## src/hw/rtl/mts_pkg.sv

```systemverilog
// shared types and codes for the min tracking stack
`timescale 1ns / 1ps

package mts_pkg;

    localparam int OP_W     = 2;
    localparam int STATUS_W = 2;
    localparam int FIELD_W  = 32;
    localparam int FILL_W   = 7;

    localparam logic [OP_W-1:0] OP_PUSH  = 2'd0;
    localparam logic [OP_W-1:0] OP_POP   = 2'd1;
    localparam logic [OP_W-1:0] OP_QUERY = 2'd2;

    localparam logic [STATUS_W-1:0] ST_OK        = 2'd0;
    localparam logic [STATUS_W-1:0] ST_UNDERFLOW = 2'd1;
    localparam logic [STATUS_W-1:0] ST_OVERFLOW  = 2'd2;

    typedef enum logic [2:0] {
        S_IDLE = 3'b001,
        S_EXEC = 3'b010,
        S_DONE = 3'b100
    } t_state;

    // commands from controller to datapath
    typedef struct packed {
        logic load;  // capture request, launch memory read
        logic exec;  // apply operation to stack state
    } t_ctrl;

endpackage

```

## src/hw/rtl/mts_ctrl.sv

```systemverilog
// request sequencer for the min tracking stack
`timescale 1ns / 1ps

module mts_ctrl (
    input  logic          i_clk,
    input  logic          i_rst_n,
    input  logic          start,
    output logic          busy,
    output logic          o_done,
    output mts_pkg::t_ctrl o_ctrl
);

    mts_pkg::t_state r_state;
    mts_pkg::t_state n_state;
    logic            accept;

    assign accept = start && !busy;

    always_comb begin
        n_state = r_state;
        unique case (r_state)
            mts_pkg::S_IDLE: begin
                if (accept) n_state = mts_pkg::S_EXEC;
            end
            mts_pkg::S_EXEC: begin
                n_state = mts_pkg::S_DONE;
            end
            mts_pkg::S_DONE: begin
                n_state = accept ? mts_pkg::S_EXEC : mts_pkg::S_IDLE;
            end
            default: begin
                n_state = mts_pkg::S_IDLE;
            end
        endcase
    end

    always_ff @(posedge i_clk) begin
        if (!i_rst_n) begin
            r_state <= mts_pkg::S_IDLE;
        end else begin
            r_state <= n_state;
        end
    end

    assign busy        = (r_state == mts_pkg::S_EXEC);
    assign o_done      = (r_state == mts_pkg::S_DONE);
    assign o_ctrl.load = accept;
    assign o_ctrl.exec = (r_state == mts_pkg::S_EXEC);

endmodule

```

## src/hw/rtl/mts_datapath.sv

```systemverilog
// stack memory, cached top entry and result registers
`timescale 1ns / 1ps

module mts_datapath #(
    parameter int STACK_DEPTH = 64,
    parameter int DATA_WIDTH  = 32
) (
    input  logic                                i_clk,
    input  logic                                i_rst_n,
    input  mts_pkg::t_ctrl                      i_ctrl,
    input  logic [mts_pkg::OP_W-1:0]            i_op,
    input  logic signed [mts_pkg::FIELD_W-1:0]  i_value,
    output logic signed [mts_pkg::FIELD_W-1:0]  o_popped_value,
    output logic signed [mts_pkg::FIELD_W-1:0]  o_top_value,
    output logic signed [mts_pkg::FIELD_W-1:0]  o_least_value,
    output logic                                o_is_empty,
    output logic [mts_pkg::STATUS_W-1:0]        o_status,
    output logic [mts_pkg::FILL_W-1:0]          o_fill_count
);

    localparam int AW = (STACK_DEPTH > 1) ? $clog2(STACK_DEPTH) : 1;
    localparam int CW = $clog2(STACK_DEPTH + 1);
    localparam int EW = 2 * DATA_WIDTH;

    // entries below the top; the top itself lives in r_top_val / r_top_min
    logic [EW-1:0] mem [STACK_DEPTH];

    logic [CW-1:0]                   r_count;
    logic [CW-1:0]                   n_count;
    logic signed [DATA_WIDTH-1:0]    r_top_val;
    logic signed [DATA_WIDTH-1:0]    n_top_val;
    logic signed [DATA_WIDTH-1:0]    r_top_min;
    logic signed [DATA_WIDTH-1:0]    n_top_min;
    logic [mts_pkg::OP_W-1:0]        r_op;
    logic signed [DATA_WIDTH-1:0]    r_value;
    logic [EW-1:0]                   r_rd;
    logic signed [DATA_WIDTH-1:0]    r_popped;
    logic signed [DATA_WIDTH-1:0]    n_popped;
    logic [mts_pkg::STATUS_W-1:0]    r_status;
    logic [mts_pkg::STATUS_W-1:0]    n_status;

    logic [CW-1:0] cnt_m1;
    logic [CW-1:0] cnt_m2;
    logic [AW-1:0] wr_addr;
    logic [AW-1:0] rd_addr;
    logic          mem_we;
    logic          is_empty_now;
    logic          is_full_now;

    assign cnt_m1       = r_count - CW'(1);
    assign cnt_m2       = r_count - CW'(2);
    assign wr_addr      = cnt_m1[AW-1:0];
    assign rd_addr      = cnt_m2[AW-1:0];
    assign is_empty_now = (r_count == '0);
    assign is_full_now  = (r_count == CW'(STACK_DEPTH));

    always_comb begin
        n_count   = r_count;
        n_top_val = r_top_val;
        n_top_min = r_top_min;
        n_popped  = '0;
        n_status  = mts_pkg::ST_OK;
        mem_we    = 1'b0;
        case (r_op)
            mts_pkg::OP_PUSH: begin
                if (is_full_now) begin
                    n_status = mts_pkg::ST_OVERFLOW;
                end else begin
                    mem_we    = !is_empty_now;
                    n_top_val = r_value;
                    n_top_min = (!is_empty_now && (r_top_min < r_value)) ? r_top_min : r_value;
                    n_count   = r_count + CW'(1);
                end
            end
            mts_pkg::OP_POP: begin
                if (is_empty_now) begin
                    n_status = mts_pkg::ST_UNDERFLOW;
                end else begin
                    n_popped  = r_top_val;
                    n_top_val = r_rd[EW-1:DATA_WIDTH];
                    n_top_min = r_rd[DATA_WIDTH-1:0];
                    n_count   = cnt_m1;
                end
            end
            default: begin
                // query and the unused code change nothing
            end
        endcase
    end

    // request capture, registered memory read and the write of the old top on a push
    always_ff @(posedge i_clk) begin
        if (i_ctrl.load) begin
            r_op    <= i_op;
            r_value <= i_value[DATA_WIDTH-1:0];
            r_rd    <= mem[rd_addr];
        end
        if (i_ctrl.exec && mem_we) begin
            mem[wr_addr] <= {r_top_val, r_top_min};
        end
    end

    always_ff @(posedge i_clk) begin
        if (!i_rst_n) begin
            r_count <= '0;
        end else if (i_ctrl.exec) begin
            r_count <= n_count;
        end
    end

    always_ff @(posedge i_clk) begin
        if (i_ctrl.exec) begin
            r_top_val <= n_top_val;
            r_top_min <= n_top_min;
            r_popped  <= n_popped;
            r_status  <= n_status;
        end
    end

    assign o_is_empty     = is_empty_now;
    assign o_popped_value = mts_pkg::FIELD_W'(r_popped);
    assign o_top_value    = is_empty_now ? '0 : mts_pkg::FIELD_W'(r_top_val);
    assign o_least_value  = is_empty_now ? '0 : mts_pkg::FIELD_W'(r_top_min);
    assign o_status       = r_status;
    assign o_fill_count   = mts_pkg::FILL_W'(r_count);

endmodule

```

## src/hw/rtl/min_tracking_stack.sv

```systemverilog
// top level of the min tracking stack
`timescale 1ns / 1ps
//
//  channel   | signals                                   | direction | handshake
//  ----------+-------------------------------------------+-----------+------------------------
//  request   | i_op, i_value                             | in        | start high, busy low
//  result    | o_popped_value .. o_fill_count            | out       | o_done one-cycle strobe
//
//  each request is accepted, which launches the registered read of the entry below the
//  top; the operation is applied in the execute state and o_done is shown in the done
//  state; busy is high only in the execute state, and a new request may be taken
//  while o_done is shown, but not while busy is high
//  the receiver cannot stall: a result is valid only in its o_done cycle
//  i_rst_n is synchronous: it empties the stack; memory contents are not cleared
//
module min_tracking_stack #(
    parameter int STACK_DEPTH = 64,  // entries, 1 to 127
    parameter int DATA_WIDTH  = 32   // stored bits per value, 1 to 32
) (
    input  logic                                i_clk,
    input  logic                                i_rst_n,
    // request
    input  logic                                start,
    output logic                                busy,
    input  logic [mts_pkg::OP_W-1:0]            i_op,
    input  logic signed [mts_pkg::FIELD_W-1:0]  i_value,
    // result
    output logic                                o_done,
    output logic signed [mts_pkg::FIELD_W-1:0]  o_popped_value,
    output logic signed [mts_pkg::FIELD_W-1:0]  o_top_value,
    output logic signed [mts_pkg::FIELD_W-1:0]  o_least_value,
    output logic                                o_is_empty,
    output logic [mts_pkg::STATUS_W-1:0]        o_status,
    output logic [mts_pkg::FILL_W-1:0]          o_fill_count
);

    // load / execute commands from the sequencer
    mts_pkg::t_ctrl ctrl;

    // sequencer: idle -> execute -> done, with a new request allowed from done
    mts_ctrl u_ctrl (
        .i_clk   (i_clk),
        .i_rst_n (i_rst_n),
        .start   (start),
        .busy    (busy),
        .o_done  (o_done),
        .o_ctrl  (ctrl)
    );

    // each entry holds its value and the running minimum of itself and all
    // entries below; the top entry is cached so a push needs no read and a
    // pop only reads the entry that becomes the new top
    mts_datapath #(
        .STACK_DEPTH (STACK_DEPTH),
        .DATA_WIDTH  (DATA_WIDTH)
    ) u_datapath (
        .i_clk          (i_clk),
        .i_rst_n        (i_rst_n),
        .i_ctrl         (ctrl),
        .i_op           (i_op),
        .i_value        (i_value),
        .o_popped_value (o_popped_value),
        .o_top_value    (o_top_value),
        .o_least_value  (o_least_value),
        .o_is_empty     (o_is_empty),
        .o_status       (o_status),
        .o_fill_count   (o_fill_count)
    );

endmodule

```

## config.mk

```make
export PLATFORM = sky130hd
export DESIGN_NAME = min_tracking_stack
export DESIGN_NICKNAME = d
export VERILOG_FILES = /design/src/hw/rtl/mts_pkg.sv /design/src/hw/rtl/mts_ctrl.sv /design/src/hw/rtl/mts_datapath.sv /design/src/hw/rtl/min_tracking_stack.sv
export SDC_FILE = /design/constraint.sdc
export NUM_CORES = 2
export LEC_CHECK = 0
export BUFFER_PORTS_ARGS = -buffer_cell sky130_fd_sc_hd__buf_2
export CAP_MARGIN = 25
export CORE_ASPECT_RATIO = 1.25
export CORE_MARGIN = 4
export CORE_UTILIZATION = 61
export CTS_CLUSTER_SIZE = 16
export DETAILED_ROUTE_END_ITERATION = 10
export PLACE_DENSITY = 0.81
export SLEW_MARGIN = 20
export SYNTH_ARGS = -nofsm -noshare
export SYNTH_HDL_FRONTEND = slang
export SYNTH_SLANG_ARGS = --single-unit
```

## constraint.sdc

```tcl
create_clock -name i_clk -period 9.3 [get_ports i_clk]
set_input_delay 0.465 -clock i_clk [delete_from_list [all_inputs] [get_ports i_clk]]
set_output_delay 0.465 -clock i_clk [all_outputs]
set_load 0.05 [all_outputs]
```

Yosys cells after proc, flatten, opt, wreduce, memory -nomap -nowiden:

Memory sizes are Yosys's and may differ from the RTL's. A register that Yosys moved wholly into a read port is not among the register bits.
Cells that the tools add are included.

* flip-flop bits (word level): 142
* bits in writable memories: 4096
* input port bits: 37
* output and inout bits: 108
* logic and storage cells: 54
* memories kept: 1

Memories
* u_datapath.mem: depth 64, bits a word 64, read ports 1, clocked after Yosys merged registers in 1, wr ports 1, RTL line mts_datapath.sv:26 `logic [EW-1:0] mem [STACK_DEPTH];`

* $add $sub $neg: 3
* order comparisons: 1
* eq/ne operators: 9
* mux-type cells: 22
* reductions and logical operators: 10

Operators with widths (number)
* 32-bit 2-to-1 mux: 7
* 32-bit case mux with 2 select lines: 2
* 32-bit less-than comparator: 1
* 7-bit 2-to-1 mux: 2
* 7-bit case mux with 2 select lines: 1
* 3-bit case mux with 3 select lines: 1
* 7-bit by 1-bit adder with 7-bit output (second input constant): 1
* 7-bit == test (second input constant): 1
* 7-bit zero test: 1
* 7-bit by 1-bit subtractor with 7-bit output (second input constant): 1
* 2-bit != test (second input constant): 3
* 6-bit by 2-bit subtractor with 6-bit output (second input constant): 1
* 1-bit 2-to-1 mux: 5
* 5-bit AND reduction: 1
* 2-bit 2-to-1 mux: 2
* 2-bit case mux with 2 select lines: 1
* 4-bit AND reduction: 1
* 3-bit by 1-bit == test with 1-bit output (second input constant): 1
* 3-bit by 2-bit == test with 1-bit output (second input constant): 1
* 3-bit == test (second input constant): 1
* 1-bit logical AND: 3
* 3-bit 2-to-1 mux: 1
* 2-bit by 1-bit == test with 1-bit output (second input constant): 1
* 1-bit zero test: 2
* other kinds (3): 3

Depth between registers and ports, before layout:

* depth in word-level cells: 7
* mapped depth: 16
* mapped depth without buffers: 8

Modules after synthesis:

From an unflattened synthesis, not the netlist that was laid out.

* cells, all modules: 6832
* area, all modules: 164325.1 um^2

By module, submodules not included
* mts_datapath: times used 1, cells an instance 6819, area each 164172.5 um^2, seq. area each 129023.7 um^2
* mts_ctrl: times used 1, cells an instance 13, area each 152.6 um^2, seq. area each 60.1 um^2

Worst setup path before layout:

No wires, ideal clock.

* kind: flip-flop to flip-flop
* from: register u_ctrl.r_state[2]
* to: register u_datapath.r_op[0] (netlist name) (enable)
* setup time: 1249 ps
* data arrival time: 9196 ps
* data required time: 8051 ps
* setup slack: -1146 ps
* stages on the path, launching flop included: 3
* path buffers: 0
* period minus slack after synthesis: 10446 ps
* path through: dfxtp_1 -> nor3b_1 -> nor2b_1

* word-level cells in the longest chain between the ends: 3

Ends and longest elaborated chain
* from (decl): RTL line mts_ctrl.sv:13 `mts_pkg::t_state r_state;`
* from (signal assigned): RTL line mts_ctrl.sv:39 `r_state <= mts_pkg::S_IDLE;`
* from (signal assigned): RTL line mts_ctrl.sv:41 `r_state <= n_state;`
* 3-bit by 2-bit == test with 1-bit output: RTL line mts_ctrl.sv:45 `assign busy = (r_state == mts_pkg::S_EXEC);`
* net busy: RTL line min_tracking_stack.sv:24 `output logic busy,`
* 1-bit zero test: RTL line mts_ctrl.sv:17 `assign accept = start && !busy;`
* 1-bit logical AND: RTL line mts_ctrl.sv:17
* net u_ctrl.accept: RTL line mts_ctrl.sv:15 `logic accept;`
* to (signal assigned): RTL line mts_datapath.sv:94 `r_op <= i_op;`
* to (decl): RTL line mts_datapath.sv:34 `logic [mts_pkg::OP_W-1:0] r_op;`

The timed path passes the listed nets, and every way through them passes these cells.
A chain may end at the register's enable or synchronous reset.

Final worst setup path:

* from: register u_datapath.r_count[1] (netlist: u_datapath.o_fill_count[1])
* to: memory u_datapath.mem[61][59] (netlist name) (enable)

* word-level cells in the longest chain between the ends: 7
* elaborated cells on any way between the ends: 9
* classes of those cells: add/sub (1); eq/ne (1); mux (4); reduce/logical (3)

Ends and longest elaborated chain
* from (decl): RTL line mts_datapath.sv:28 `logic [CW-1:0] r_count;`
* from (signal assigned): RTL line mts_datapath.sv:107 `r_count <= n_count;`
* 7-bit zero test: RTL line mts_datapath.sv:54 `assign is_empty_now = (r_count == '0);`
* 1-bit zero test: RTL line mts_datapath.sv:69 `mem_we = !is_empty_now;`
* 1-bit 2-to-1 mux: RTL line mts_datapath.sv:66 `if (is_full_now) begin`
* 1-bit 2-to-1 mux: RTL line mts_datapath.sv:64 `case (r_op)`
* 1-bit logical AND: RTL line mts_datapath.sv:98 `if (i_ctrl.exec && mem_we) begin`
* 1-bit 2-to-1 mux: RTL line mts_datapath.sv:98
* 1-bit 2-to-1 mux (not written as such): RTL line mts_datapath.sv:99 `mem[wr_addr] <= {r_top_val, r_top_min};`
* to (decl): RTL line mts_datapath.sv:26

Several ways; a longest one is shown, not always the timed one.

==> key figures <==
Synth
  • Ys async rst share: 0
  • Post-synthesis cell type count: 41
  • Yosys top cell by area: edfxtp_1
  • Most instantiated cells after synthesis: 4292 x edfxtp_1, 1216 x mux4_2, 197 x nand2_1
  • Most numerous cell in the Yosys netlist: edfxtp_1
  • Proportion of synthesized chip area in sequential cells: 0.7861
  • Post-Syn Area: about 0.16 sq mm
  • Syn_nets: roughly 6900
  • Synthesized flop and latch total: 4302
  • Main synth FF type: edfxtp_1
  • Mapped Avg Cell Area: between 20 and 25 sq um
  • Number of synthesized flops with an enable pin: about 4300
  • Synth warn: 0
  • Top-area cell type share of the netlist area: 0.7849
  • Synth top area cells: edfxtp_1 78%, mux4_2 17%, mux2i_1 0.78%, nand2_1 0.45%, clkbuf_1 0.41%
  • Cells after Synth: 6874

Routing
  • Via Count: around 90000
  • DR pass1 iterations: 9
  • DR iter-0 viols: between 15000 and 20000
  • Antenna-violating nets left: 0
  • WL final: between 500000 and 600000 microns
  • Wire per inst: ~49 microns
  • Vias per inst: between 8 and 9
  • # DRC: 0

Floorplan
  • Row cnt: between 200 and 250
  • Die Wd: 472.1 microns
  • IO Count: 145
  • Die area: between 0.2 and 0.3 sq mm
  • Core Box Area: about 0.27 sq mm
  • Die Y: just under 600 microns
  • Starting Density: 0.6141

STA
  • Final hold vios: 0
  • RSZ-0062 raised after global routing: false
  • Setup Skew: 0.08433 ns
  • Post-layout min period: between 6 and 7 ns
  • Setup tns final: 0 ns
  • Max-slew headroom: 0.1361
  • Slew @ Worst Pin: 1.293 ns
  • Final Max Slew Viols: 0
  • Final setup viols: 0
  • Final hold slack: 0.2452 ns
  • Final worst-path cycle share: 0.6715
  • Max frequency: ~160 MHz

Global route
  • Number of global-route vias before repair: 90200
  • Total GRT Usage: 0.3971
  • Largest net degree at the start of global routing: about 140
  • Global-route wire length before repair: 749800 microns
  • Total grt overflow: 0
  • Initial antenna violation count: 42

Layout
  • Finished Core Util: 0.6878
  • Nets: roughly 7400
  • Share of cells above drive strength 1: 0.2936
  • Layout area overhead: 11.99%
  • Final Cell Area: approximately 0.18 sq mm

Worst setup path
  • Startpoint types: register
  • CP endpoint kind: register
  • Worst EP arrival: about 6.8 ns
  • CP max FO: 55
  • Critical Path RT: a little under 10 ns
  • Setup CP Type: register to register

Clocking
  • H-tree depth: 5
  • Sink Count: 4302
  • Skew-Pair Late Insertion Delay: 1.00 ns
  • Clk slew on worst S/H paths: about 0.07 ns
  • CTS Buffer Depth: 4
  • Inserted Clock Buffers: between 300 and 400
  • CTS root buffer: clkbuf_16
  • CTS tree: done

Place
  • RD Place Congestion: 0.8464
  • Placed inst area: between 0.15 and 0.2 sq mm
  • DP HPWL: 245000 microns
  • IO buf count: 144

Power
  • Max VDD drop: around 0.17 mV
  • Pwr dens: 207.8 mW/mm^2
  • Leak pwr: around 56 nW
  • Total power: approximately 38 mW

Outcome
  • Outcome: complete, no violations

Min path
  • HP Class: primary input to register

Run
  • Max_cap viols: 0
## final cells by class
class | count | area, sq um
flip-flops and latches | 4302 | 129100
fillers | 14240 | 83490
multi-input cells | 2182 | 34000
clock buffers | 470 | 10230
well taps | 3531 | 4418
repair buffers | 449 | 3711
clock inverters | 236 | 2238
inverters | 37 | 138.9
diodes | 24 | 60.06
## per-stage QoR
step           setup WS [ns]  instances
5_1_grt                3.339      11210
6_report               3.055      11230
3_5_place_dp           3.948      10460
2_1_floorplan          2.873       6874
3_3_place_gp           3.966      10450
4_1_cts                3.686      11200
## cell families (layout without fill, tap and decap cells)
kind of cell | Yosys count | in the layout | synth area share
and+or+nand+nor | 550 | 550 | 0.01573
buffers and inverters | 390 | 1192 | 0.01098
muxes | 1344 | 1344 | 0.1746
other | 0 | 24 | 0
AOI/OAI and AO/OA | 235 | 235 | 0.008946
adders and majority gates | 36 | 36 | 0.002743
DFF | 4302 | 4302 | 0.7861
xor gates and xnor gates | 17 | 17 | 0.0009067
## layer usage
metal,track usage,share of wire,up-vias
li1,-,-,30260
met1,0.4644,0.27,44960
met4,0.3158,0.11,42
met3,0.1525,0.16,3306
met5,0.0001716,0.00071,-
met2,0.5935,0.46,11640
## path summary, 6_finish.rpt
check	end	cells after the start	startpoint	slack, ns
max reg2reg	u_datapath.mem[61][59]	8	u_datapath.o_fill_count[1]	3.06
min	u_datapath.r_value[15]	2	i_value[15]	0.25
max	u_datapath.mem[61][59]	8	u_datapath.o_fill_count[1]	3.06
min reg2reg	u_ctrl.r_state[1]	1	u_ctrl.r_state[1]	0.49
## critical path, stage by stage, from the launching register on
cell and delay, ns:
dfxtp_4 0.95, inv_1 0.34, ha_1 0.35, nor3b_1 0.21, and2_1 0.33, nor3_1 0.80
nand3_1 0.97, nor2_4 1.10, buf_4 0.72
## layout by cell type (no fill, tap or decap), types with 8 or more instances in the layout
master and n:
a21oi_1 76, clkinvlp_4 19, clkbuf_16 398, nand2_1 196
nor2b_1 68, nor2_4 66, clkinv_2 66, buf_2 144
mux2i_1 128, edfxtp_1 4292, clkbuf_1 72, ha_1 35
buf_16 8, a22oi_1 66, and3_1 36, buf_4 221
mux4_2 1216, bufinv_16 37, nand3_1 8, buf_12 34
clkinv_8 8, and2_1 70, diode_2 24, dlygate4sd3_1 37
nor2_1 76, xnor2_1 12, dfxtp_1 8, inv_1 37
clkinv_1 94, o22ai_1 67
## registers in the layout, indices dropped and copies added (netlist names)
register and count:
u_datapath.o_status 2, u_datapath.o_popped_value 32, u_datapath.r_top_val 32, u_datapath.r_op 2
u_datapath.o_fill_count 7, u_datapath.r_top_min 32, u_datapath.r_rd 64, u_datapath.mem 4096
u_ctrl.r_state 3, u_datapath.r_value 32
## power by group
group / total [mW] / leakage (nW) / switching [mW] / internal, mW
Clock: 16.5 / 6.05 / 7.65 / 8.89
Combinational: 0.579 / 11.3 / 0.387 / 0.192
Sequential: 21.1 / 38.8 / 0.0407 / 21.1
Total: 38.2 / 56.1 / 8.08 / 30.1
## what timing repair did
action                                 in CTS  in global routing
resized for setup                           0                  0
setup buffers                               0                  0
endpoints found under the hold margin      44                  0
hold buffers                               37                  0
Note: power is estimated with default switching activity, not from simulation.
